==> src/sv/swqt_pkg.sv <==
// Shared operation and status codes for the semaphore wait queue table.
package swqt_pkg;

  localparam logic [1:0] OP_BLOCK   = 2'd0;
  localparam logic [1:0] OP_UNBLOCK = 2'd1;
  localparam logic [1:0] OP_OUT     = 2'd2;
  localparam logic [1:0] OP_HEAD    = 2'd3;

  localparam logic [1:0] ST_OK      = 2'd0;
  localparam logic [1:0] ST_NOTFND  = 2'd1;
  localparam logic [1:0] ST_NOFREE  = 2'd2;
  localparam logic [1:0] ST_BLOCKED = 2'd3;

  localparam int KEY_W = 31;
  localparam int PID_W = 4;

endpackage

==> src/sv/semaphore_wait_queue_table.sv <==
// Semaphore wait queue table: active semaphores keyed by address, FIFO of waiters each.
// Block, unblock and head scan the key memory one slot a cycle, then form the result;
// an unblock that leaves waiters also fetches the new head's link before out_valid rises.
// Out takes its slot from the process table and, unless refused early, walks the queue.
// One operation at a time: busy drops as out_valid rises, so the next beat may follow then.
// Reset clears the slot valid and waiting bits; the memories need no clearing pass.
module semaphore_wait_queue_table #(
  parameter int NUM_PROCS = 16
) (
  input  logic                        clk,
  input  logic                        rst_n,
  input  logic                        start,
  output logic                        busy,
  input  logic [1:0]                  in_operation,
  input  logic [swqt_pkg::KEY_W-1:0]  in_sem_key,
  input  logic [swqt_pkg::PID_W-1:0]  in_process_id,
  output logic                        out_valid,
  output logic [swqt_pkg::PID_W-1:0]  out_result_process,
  output logic [1:0]                  out_status
);

  localparam int IW = (NUM_PROCS > 1) ? $clog2(NUM_PROCS) : 1;
  localparam int PW = swqt_pkg::PID_W;
  localparam int KW = swqt_pkg::KEY_W;

  localparam logic [2:0] S_IDLE  = 3'd0;
  localparam logic [2:0] S_RD    = 3'd1;
  localparam logic [2:0] S_EVAL  = 3'd2;
  localparam logic [2:0] S_WALK  = 3'd3;
  localparam logic [2:0] S_WWAIT = 3'd4;
  localparam logic [2:0] S_DONE  = 3'd5;

  // Per-slot and per-process stores.
  logic [KW-1:0] key_mem   [NUM_PROCS];
  logic [IW-1:0] first_mem [NUM_PROCS];
  logic [IW-1:0] last_mem  [NUM_PROCS];
  logic [IW-1:0] link_mem  [NUM_PROCS];
  logic [IW-1:0] pslot_mem [NUM_PROCS];
  logic [NUM_PROCS-1:0] slot_valid_r, proc_wait_r;

  logic [2:0]    state_r;
  logic [1:0]    op_r;
  logic [KW-1:0] key_r;
  logic [PW-1:0] pid_r;
  logic [IW-1:0] pidx_r, slot_r, cur_r, prev_r, first_r, last_r;
  logic [IW:0]   scan_r;
  logic          hit_r, free_found_r;
  logic [IW-1:0] free_r;
  logic [IW:0]   steps_r;
  logic [PW-1:0] res_r;
  logic [1:0]    st_r;

  // Registered read ports.
  logic [KW-1:0] key_q;
  logic [IW-1:0] first_q, last_q, link_q, pslot_q;
  logic [IW-1:0] kaddr, saddr, laddr;

  logic pid_ok;
  assign pid_ok = ({{(32-PW){1'b0}}, pid_r} < NUM_PROCS);

  always_ff @(posedge clk) begin
    key_q   <= key_mem[kaddr];
    first_q <= first_mem[saddr];
    last_q  <= last_mem[saddr];
    link_q  <= link_mem[laddr];
    pslot_q <= pslot_mem[pidx_r];
  end

  // Key scan walks slots one per cycle during S_RD; walk uses link port.
  assign kaddr = scan_r[IW-1:0];
  assign laddr = (state_r == S_WALK || state_r == S_WWAIT) ? cur_r : first_r;

  always_comb begin
    saddr = slot_r;
  end

  assign busy = (state_r != S_IDLE);

  always_ff @(posedge clk) begin
    if (!rst_n) begin
      state_r      <= S_IDLE;
      slot_valid_r <= '0;
      proc_wait_r  <= '0;
      out_valid    <= 1'b0;
    end else begin
      out_valid <= 1'b0;
      unique case (state_r)
        S_IDLE: if (start) begin
          op_r         <= in_operation;
          key_r        <= in_sem_key;
          pid_r        <= in_process_id;
          pidx_r       <= IW'(in_process_id);
          scan_r       <= '0;
          hit_r        <= 1'b0;
          free_found_r <= 1'b0;
          state_r      <= S_RD;
        end
        S_RD: begin
          // One slot compared per cycle; key_q is the registered read at scan_r, so it matches scan_r - 1.
          if (scan_r != '0) begin
            if (!hit_r && slot_valid_r[scan_r[IW-1:0] - 1'b1] && key_q == key_r) begin
              hit_r  <= 1'b1;
              slot_r <= scan_r[IW-1:0] - 1'b1;
            end
            if (!free_found_r && !slot_valid_r[scan_r[IW-1:0] - 1'b1]) begin
              free_found_r <= 1'b1;
              free_r       <= scan_r[IW-1:0] - 1'b1;
            end
          end
          if (op_r == swqt_pkg::OP_OUT) begin
            // Slot comes from the process table instead of the key.
            if (scan_r == '0) scan_r <= scan_r + 1'b1;
            else begin
              slot_r  <= pslot_q;
              state_r <= S_EVAL;
              scan_r  <= '0;
            end
          end else if (scan_r == (IW+1)'(NUM_PROCS)) begin
            state_r <= S_EVAL;
            scan_r  <= '0;
          end else scan_r <= scan_r + 1'b1;
        end
        S_EVAL: begin
          // first_q/last_q are registered reads; they are valid the cycle after slot_r settles.
          if (scan_r == '0) scan_r <= scan_r + 1'b1;
          else begin
            first_r <= first_q;
            last_r  <= last_q;
            res_r   <= '0;
            st_r    <= swqt_pkg::ST_OK;
            state_r <= S_DONE;
            case (op_r) inside
              swqt_pkg::OP_BLOCK: begin
                if (!pid_ok) st_r <= swqt_pkg::ST_NOTFND;
                else if (proc_wait_r[pidx_r]) st_r <= swqt_pkg::ST_BLOCKED;
                else if (hit_r) begin
                  link_mem[last_q]   <= pidx_r;
                  last_mem[slot_r]   <= pidx_r;
                  proc_wait_r[pidx_r] <= 1'b1;
                  pslot_mem[pidx_r]  <= slot_r;
                end else if (!free_found_r) st_r <= swqt_pkg::ST_NOFREE;
                else begin
                  slot_valid_r[free_r] <= 1'b1;
                  key_mem[free_r]      <= key_r;
                  first_mem[free_r]    <= pidx_r;
                  last_mem[free_r]     <= pidx_r;
                  proc_wait_r[pidx_r]  <= 1'b1;
                  pslot_mem[pidx_r]    <= free_r;
                end
              end
              swqt_pkg::OP_UNBLOCK, swqt_pkg::OP_HEAD: begin
                if (!hit_r) st_r <= swqt_pkg::ST_NOTFND;
                else begin
                  res_r <= PW'(first_q);
                  if (op_r == swqt_pkg::OP_UNBLOCK) begin
                    proc_wait_r[first_q] <= 1'b0;
                    if (first_q == last_q) slot_valid_r[slot_r] <= 1'b0;
                    else begin
                      cur_r   <= first_q;
                      state_r <= S_WWAIT; // fetch link of head
                    end
                  end
                end
              end
              default: begin
                if (!pid_ok || !proc_wait_r[pidx_r] || !slot_valid_r[slot_r])
                  st_r <= swqt_pkg::ST_NOTFND;
                else begin
                  cur_r   <= first_q;
                  steps_r <= '0;
                  state_r <= S_WALK;
                end
              end
            endcase
            scan_r <= '0;
          end
        end
        S_WWAIT: begin
          // Link read of cur_r issued; scan_r marks when the registered link_q is ready.
          if (scan_r == '0) scan_r <= scan_r + 1'b1;
          else begin
            first_mem[slot_r] <= link_q;
            state_r <= S_DONE;
          end
        end
        S_WALK: begin
          // Each step needs one registered link read; scan_r[0] marks data ready.
          if (scan_r == '0) scan_r <= scan_r + 1'b1;
          else begin
            scan_r <= '0;
            if (cur_r == pidx_r) begin
              if (pidx_r == first_r) begin
                if (pidx_r == last_r) slot_valid_r[slot_r] <= 1'b0;
                else first_mem[slot_r] <= link_q;
              end else begin
                link_mem[prev_r] <= link_q;
                if (pidx_r == last_r) last_mem[slot_r] <= prev_r;
              end
              proc_wait_r[pidx_r] <= 1'b0;
              res_r   <= pid_r;
              state_r <= S_DONE;
            end else if (cur_r == last_r || steps_r == (IW+1)'(NUM_PROCS - 1)) begin
              st_r    <= swqt_pkg::ST_NOTFND;
              state_r <= S_DONE;
            end else begin
              prev_r  <= cur_r;
              cur_r   <= link_q;
              steps_r <= steps_r + 1'b1;
            end
          end
        end
        S_DONE: begin
          out_valid          <= 1'b1;
          out_result_process <= (st_r == swqt_pkg::ST_OK) ? res_r : '0;
          out_status         <= st_r;
          state_r            <= S_IDLE;
        end
        default: state_r <= S_IDLE;
      endcase
    end
  end

`ifndef NO_ASSERTIONS
  a_busy_after_start: assert property (@(posedge clk) disable iff (!rst_n)
    (start && !busy) |=> busy) else $error("start not taken");
  a_valid_idle: assert property (@(posedge clk) disable iff (!rst_n)
    out_valid |-> !busy) else $error("result while busy");
  a_status_zero: assert property (@(posedge clk) disable iff (!rst_n)
    (out_valid && out_status != swqt_pkg::ST_OK) |-> out_result_process == '0)
    else $error("nonzero process with error status");
`endif

endmodule

==> config.mk <==
export PLATFORM = sky130hd
export DESIGN_NAME = semaphore_wait_queue_table
export DESIGN_NICKNAME = d
export VERILOG_FILES = /design/src/sv/swqt_pkg.sv /design/src/sv/semaphore_wait_queue_table.sv
export SDC_FILE = /design/constraint.sdc
export NUM_CORES = 1
export LEC_CHECK = 0
export ABC_AREA = 1
export BUFFER_PORTS_ARGS = -buffer_cell sky130_fd_sc_hd__buf_2
export CAP_MARGIN = 40
export CORE_MARGIN = 2
export CORE_UTILIZATION = 60
export DETAILED_ROUTE_END_ITERATION = 7
export GPL_ROUTABILITY_DRIVEN = 1
export HOLD_SLACK_MARGIN = 0.08
export PLACE_DENSITY_LB_ADDON = 0.08
export SLEW_MARGIN = 20
export SYNTH_ARGS = -nofsm -noshare
export SYNTH_HDL_FRONTEND = slang
export SYNTH_SLANG_ARGS = --single-unit
==> constraint.sdc <==
create_clock -name clk -period 7.1 [get_ports clk]
set_clock_uncertainty 0.1 [all_clocks]
set_input_delay 1.42 -clock clk [delete_from_list [all_inputs] [get_ports clk]]
set_output_delay 1.42 -clock clk [all_outputs]
set_load 0.005 [all_outputs]
### Word level (Yosys, flattened, before mapping)

Memory sizes are Yosys's and may differ from the RTL's. A register that Yosys moved wholly into a read port is not among the register bits.
Cells that the tools add are included.

| word-level totals | value |
|---|---|
| register bits | 121 |
| RAM bits | 752 |
| bits of input ports | 40 |
| output and inout bits | 8 |
| logic and storage cells | 308 |
| memories kept | 5 |

Memory list:

| name | depth | bits a word | rd ports | clocked after Yosys merged registers in | write ports | RTL line | source |
|---|---|---|---|---|---|---|---|
| key_mem | 16 | 31 | 1 | 1 | 1 | semaphore_wait_queue_table.sv:34 | `logic [KW-1:0] key_mem [NUM_PROCS];` |
| first_mem | 16 | 4 | 1 | 1 | 1 | semaphore_wait_queue_table.sv:35 | `logic [IW-1:0] first_mem [NUM_PROCS];` |
| last_mem | 16 | 4 | 1 | 1 | 1 | semaphore_wait_queue_table.sv:36 | `logic [IW-1:0] last_mem [NUM_PROCS];` |
| link_mem | 16 | 4 | 1 | 1 | 1 | semaphore_wait_queue_table.sv:37 | `logic [IW-1:0] link_mem [NUM_PROCS];` |
| pslot_mem | 16 | 4 | 1 | 1 | 1 | semaphore_wait_queue_table.sv:38 | `logic [IW-1:0] pslot_mem [NUM_PROCS];` |

| cells by class | value |
|---|---|
| add/sub/neg operators | 3 |
| $lt $le $gt $ge | 9 |
| eq/ne operators | 48 |
| muxes and demuxes | 163 |
| bitwise gates (word level) | 14 |
| reductions and logical operators | 45 |

Operators with widths:

| kind | number |
|---|---|
| $mux W16 | 23 |
| $mux W4 | 30 |
| $pmux W16 S2 | 2 |
| $mux W1 | 61 |
| $mux W5 | 12 |
| $and A16 B16 Y16 | 3 |
| $not A16 Y16 | 3 |
| $ne A3 B3 Y1 const B | 14 |
| $mux W3 | 12 |
| $or A16 B16 Y16 | 2 |
| $eq A31 B31 Y1 | 1 |
| $lt A4 B5 Y1 const B | 5 |
| $ne A2 B2 Y1 const B | 12 |
| $eq A4 B4 Y1 | 5 |
| $pmux W5 S4 | 1 |
| $reduce_and A5 Y1 | 4 |
| $reduce_and A9 Y1 | 2 |
| $demux W1 S4 | 4 |
| $ge A4 B1 Y1 const B | 4 |
| $mux W2 | 8 |
| $pmux W4 S2 | 2 |
| $pmux W3 S5 | 1 |
| $reduce_and A13 Y1 | 1 |
| $bmux W1 S4 | 3 |
| 34 further kinds | 67 |

### Longest topological paths before layout

| depth | value |
|---|---|
| word-level depth | 13 |
| depth in mapped cells | 18 |
| gate-level depth less buffers | 14 |

### Worst setup path before layout

OpenSTA, ideal clock, no wires.

| timing path | value |
|---|---|
| path type | input-to-reg |
| start | input rst_n |
| end | memory key_mem[10][0] (netlist name) (enable) |
| setup time | 0.458 ns |
| data arrival time | 4.584 ns |
| required time | 6.542 ns |
| slack | 1.958 ns |
| stages on the path | 6 |
| path buffers | 2 |
| cells stage by stage | clkbuf_1 nand2_1 nor2_1 nand3_1 clkbuf_1 nor3_1 |

| on the way | value |
|---|---|
| longest elaborated chain between the ends | 2 |

RTL lines:

| what | RTL line | source |
|---|---|---|
| from (decl) | semaphore_wait_queue_table.sv:11 | `input logic rst_n,` |
| $mux W1 | semaphore_wait_queue_table.sv:80 | `if (!rst_n) begin` |
| $mux W1 (implied by the code) | semaphore_wait_queue_table.sv:144 | `key_mem[free_r] <= key_r;` |
| to (decl) | semaphore_wait_queue_table.sv:34 |  |

No other way between the ends.

### Final worst setup path

| timing path | value |
|---|---|
| start | register scan_r[1] |
| end | memory last_mem[9][3] (netlist name) (enable) |

| on the way | value |
|---|---|
| longest elaborated chain between the ends | 7 |
| elaborated cells between the ends (all ways) | 17 |
| those cells by class | 14 x mux; 1 x bitwise; 2 x reduce/logical |

RTL lines:

| what | RTL line | source |
|---|---|---|
| from (decl) | semaphore_wait_queue_table.sv:46 | `logic [IW:0] scan_r;` |
| from (signal assigned) | semaphore_wait_queue_table.sv:112 | `if (scan_r == '0) scan_r <= scan_r + 1'b1;` |
| from (signal assigned) | semaphore_wait_queue_table.sv:121 | `end else scan_r <= scan_r + 1'b1;` |
| from (signal assigned) | semaphore_wait_queue_table.sv:125 | `if (scan_r == '0) scan_r <= scan_r + 1'b1;` |
| $logic_not A5 Y1 (*) | semaphore_wait_queue_table.sv:125, semaphore_wait_queue_table.sv:188 |  |
| $mux W1 (on tied branches) | semaphore_wait_queue_table.sv:125, semaphore_wait_queue_table.sv:188 |  |
| $mux W1 | semaphore_wait_queue_table.sv:87 | `unique case (state_r)` |
| $mux W1 | semaphore_wait_queue_table.sv:80 |  |
| $mux W1 (on tied branches) | semaphore_wait_queue_table.sv:146, semaphore_wait_queue_table.sv:138, semaphore_wait_queue_table.sv:197 |  |
| $reduce_or A4 Y1 (no line) or $or A1 B1 Y1 (tied branches) | n/a |  |
| $mux W4 (no line) or $mux W1 (tied branches) | n/a |  |
| to (decl) | semaphore_wait_queue_table.sv:36 |  |

Every way passes the cells marked *; elsewhere a longest branch is shown, timed or not.

==> impl_metrics.ini <==
[cts]
postCtsHoldBufs = 0
clk_pin_slew_ns = 0.06
htreeDepth = 3
cts_buffer_depth = 3
insertion_delay_ns = 0.64
root_buffer = clkbuf_16
clock-sinks = 920
cts_resized = 0
postCtsSetupBuffers = 0
cts_tree = yes
cts_buffers = 91

[critical_path]
path_common_cell = nand2_1
crit_type = reg -> reg
path_delay_family = simple AND/OR/NAND/NOR gates
path_cells = clkinv_2 -> ha_1 -> nand2_1 -> nor2_1 -> nand2_1 -> nand2_1 -> nor3b_1 -> nand2_1 -> nand2_1 -> o21ai_1 -> inv_1 -> nand2_1 -> nor2_1
end_kind = flop
cp_num_buf_inv = 2
cp-start-kind = flop
slowest_delay_ns = 0.62
path_max_fanout = 57
critPathSlowestCell = clkinv_2
cp.arrival_ns = 4.58
crit_required_ns = 7.29

[grt]
antenna_found_initial = 2
grt_pass1_wl_um = 141000
grt_pass1_vias = 23900
grt_usage_pct = 29.1
grt-ovfl-total = 0
grt_max_degree = 181

[timing]
relSlewSlack_pct = 41.4
setup_tns_ns = 0
finalCritPeriodShare_pct = 61.8
worst_slew_pin_slew_ns = 0.880
layout_min_cycle_time_ns = 4.39
rsz0062_at_grt = no
slew_violations = 0
hold_viol = 0
fmax_mhz = 228
setup_viol_count_final = 0

[floorplan]
coreArea_sq_mm = 0.0618
start_util_pct = 60.7
dieArea_sq_mm = 0.0646
num_io_pins = 48
die_y_um = 254
die_w_um = 254
rows = 91

[job]
drv_cap = 0

[yosys]
yosysWarnings = 0
ys_ff_latch = 920
synth_edf_count = 837
synth_cells = 3119
yosysSeqAreaShare_pct = 71.4
synthArstFlopShare_pct = 0
post_synth.cell_area_avg_sq_um = 12.0
syn_nets = 3164
syn_area_sq_mm = 0.0375
synth.distinct_cells = 46
synth-main-ff-cell = edfxtp_1

[drt]
drc = 0
via_per_inst = 6.13
wl_per_cell_um = 23.0
antenna_left = 0
first_pass_iters = 8
drt_iter0_drc = 2762
wl_um = 93800
dr_total_vias = 25000

[power]
power_mw = 14.7
vdd_ir_drop_max_v = 0.000238
leakagePower_nw = 14.6
powerDensity_mw_per_mm2 = 352

[place]
globalplace.congestion = 0.883
dp_hpwl_um = 58500
port_buffers = 47

[layout]
num-fill-cells = 4502
final_nets = 3211
regArea_sq_mm = 0.0268
multi_input_area_sq_mm = 0.00941
diodes = 0
syn2layout_area_growth_pct = 11.4
drive_gt1_share_pct = 10.1

[status]
outcome = finished clean

[worst_hold_path]
hold_path.class = reg -> reg
sequential cells by signal (all words and copies together), names as in the netlist, 5 cells and up:
name,cells
proc_wait_r,16
scan_r,5
first_mem,64
last_mem,64
key_q,31
key_mem,496
steps_r,5
slot_valid_r,16
pslot_mem,64
key_r,31
link_mem,64
cell families after synthesis:
family	count (synthesis)	share of synthesized area, %
xor+xnor	26	0.607
simple gates	1118	12.2
fa+ha+maj	5	0.167
compound gates	701	11.8
flops	920	71.4
buf+inv	349	3.79
through the flow:
| step | hold WS [ns] | cells | utilization [%] | setup slack, ns | instance area, sq um |
|---|---|---|---|---|---|
| 5_1_grt | 0.367 | 4079 | 67.7 | 2.31 | 41800 |
| 2_1_floorplan | 0.317 | 3119 | - | 1.96 | 37500 |
| 4_1_cts | 0.359 | 4075 | 67.5 | 2.69 | 41800 |
| 6_report | 0.362 | 4079 | 67.7 | 2.71 | 41800 |
| 3_5_place_dp | 0.354 | 3906 | 62.8 | 2.37 | 38800 |
| 3_3_place_gp | 0.338 | 3897 | 62.5 | 2.29 | 38700 |
cells in the mapped netlist (11+ instances only):
cell type,count,share of area (%)
o22ai_1,44,0.73
a22oi_1,96,1.9
nor2_1,442,4.4
xnor2_1,13,0.30
o211ai_1,56,1.1
nor3_1,40,0.53
nand2_1,471,4.7
clkbuf_1,120,1.2
edfxtp_1,837,67
dfxtp_1,83,4.4
o221ai_1,92,2.1
o21ai_1,11,0.15
buf_2,28,0.37
nand3_1,103,1.4
o21ai_0,335,4.5
nand4_1,36,0.60
o221a_2,12,0.36
xor2_1,13,0.30
a21oi_1,37,0.49
inv_1,166,1.7
placed cells by master, fill, tap and decap left out, drive strengths merged, types with 40 or more instances in the layout:
cell type  count
a22oi         96
buf          124
clkbuf       128
dfxtp         83
edfxtp       837
inv          178
nand2        479
nand3        106
nor2         450
nor3          40
o211ai        56
o21ai        354
o221ai        92
o22ai         44
worst paths after layout:
kind                                            start                        to  slack (ns)  depth (start not counted)
worst max register to register    scan_r[1]$_DFFE_PP_  last_mem[9][3]$_DFFE_PP_        2.71                         13
worst min register to register  st_r[0]$_SDFFCE_PP1P_   out_status[0]$_DFFE_PP_        0.36                          0
worst max-delay path              scan_r[1]$_DFFE_PP_  last_mem[9][3]$_DFFE_PP_        2.71                         13
worst min-delay path            st_r[0]$_SDFFCE_PP1P_   out_status[0]$_DFFE_PP_        0.36                          0
layer usage:
| metal | up-vias | routed length, um | GRT usage (%) |
|---|---|---|---|
| met5 | - | 12 | 0 |
| met1 | 12200 | 36700 | 37.9 |
| met2 | 1121 | 45700 | 48.5 |
| li1 | 11400 | - | - |
| met3 | 250 | 7080 | 4.78 |
| met4 | 2 | 4200 | 12.7 |
worst register-to-register path: stages, from the launching register on:
cell      delay, ns
edfxtp_1       0.38
clkinv_2       0.62
ha_1           0.47
nand2_1        0.08
nor2_1         0.06
nand2_1        0.20
nand2_1        0.20
nor3b_1        0.24
nand2_1        0.23
nand2_1        0.11
o21ai_1        0.14
inv_1          0.57
nand2_1        0.27
nor2_1         0.37
power breakdown:
group          total, mW  switching, mW  leakage, nW  internal, mW
Sequential          6.65          0.302         8.23          6.35
Clock               4.71           1.99         1.43          2.72
Combinational       3.36           2.39         4.92         0.972
Total               14.7           4.67         14.6          10.0
area by class of cell:
type                       instances  area share, %
sequential                       920           64.1
multi-input combinational       1850           22.5
clock buffer                     128           6.07
tap                              837           2.50
timing repair buffer             125           2.30
inverter                         178           1.61
clock inverter                    41          0.951
Note: power is estimated with default switching activity, not from simulation.
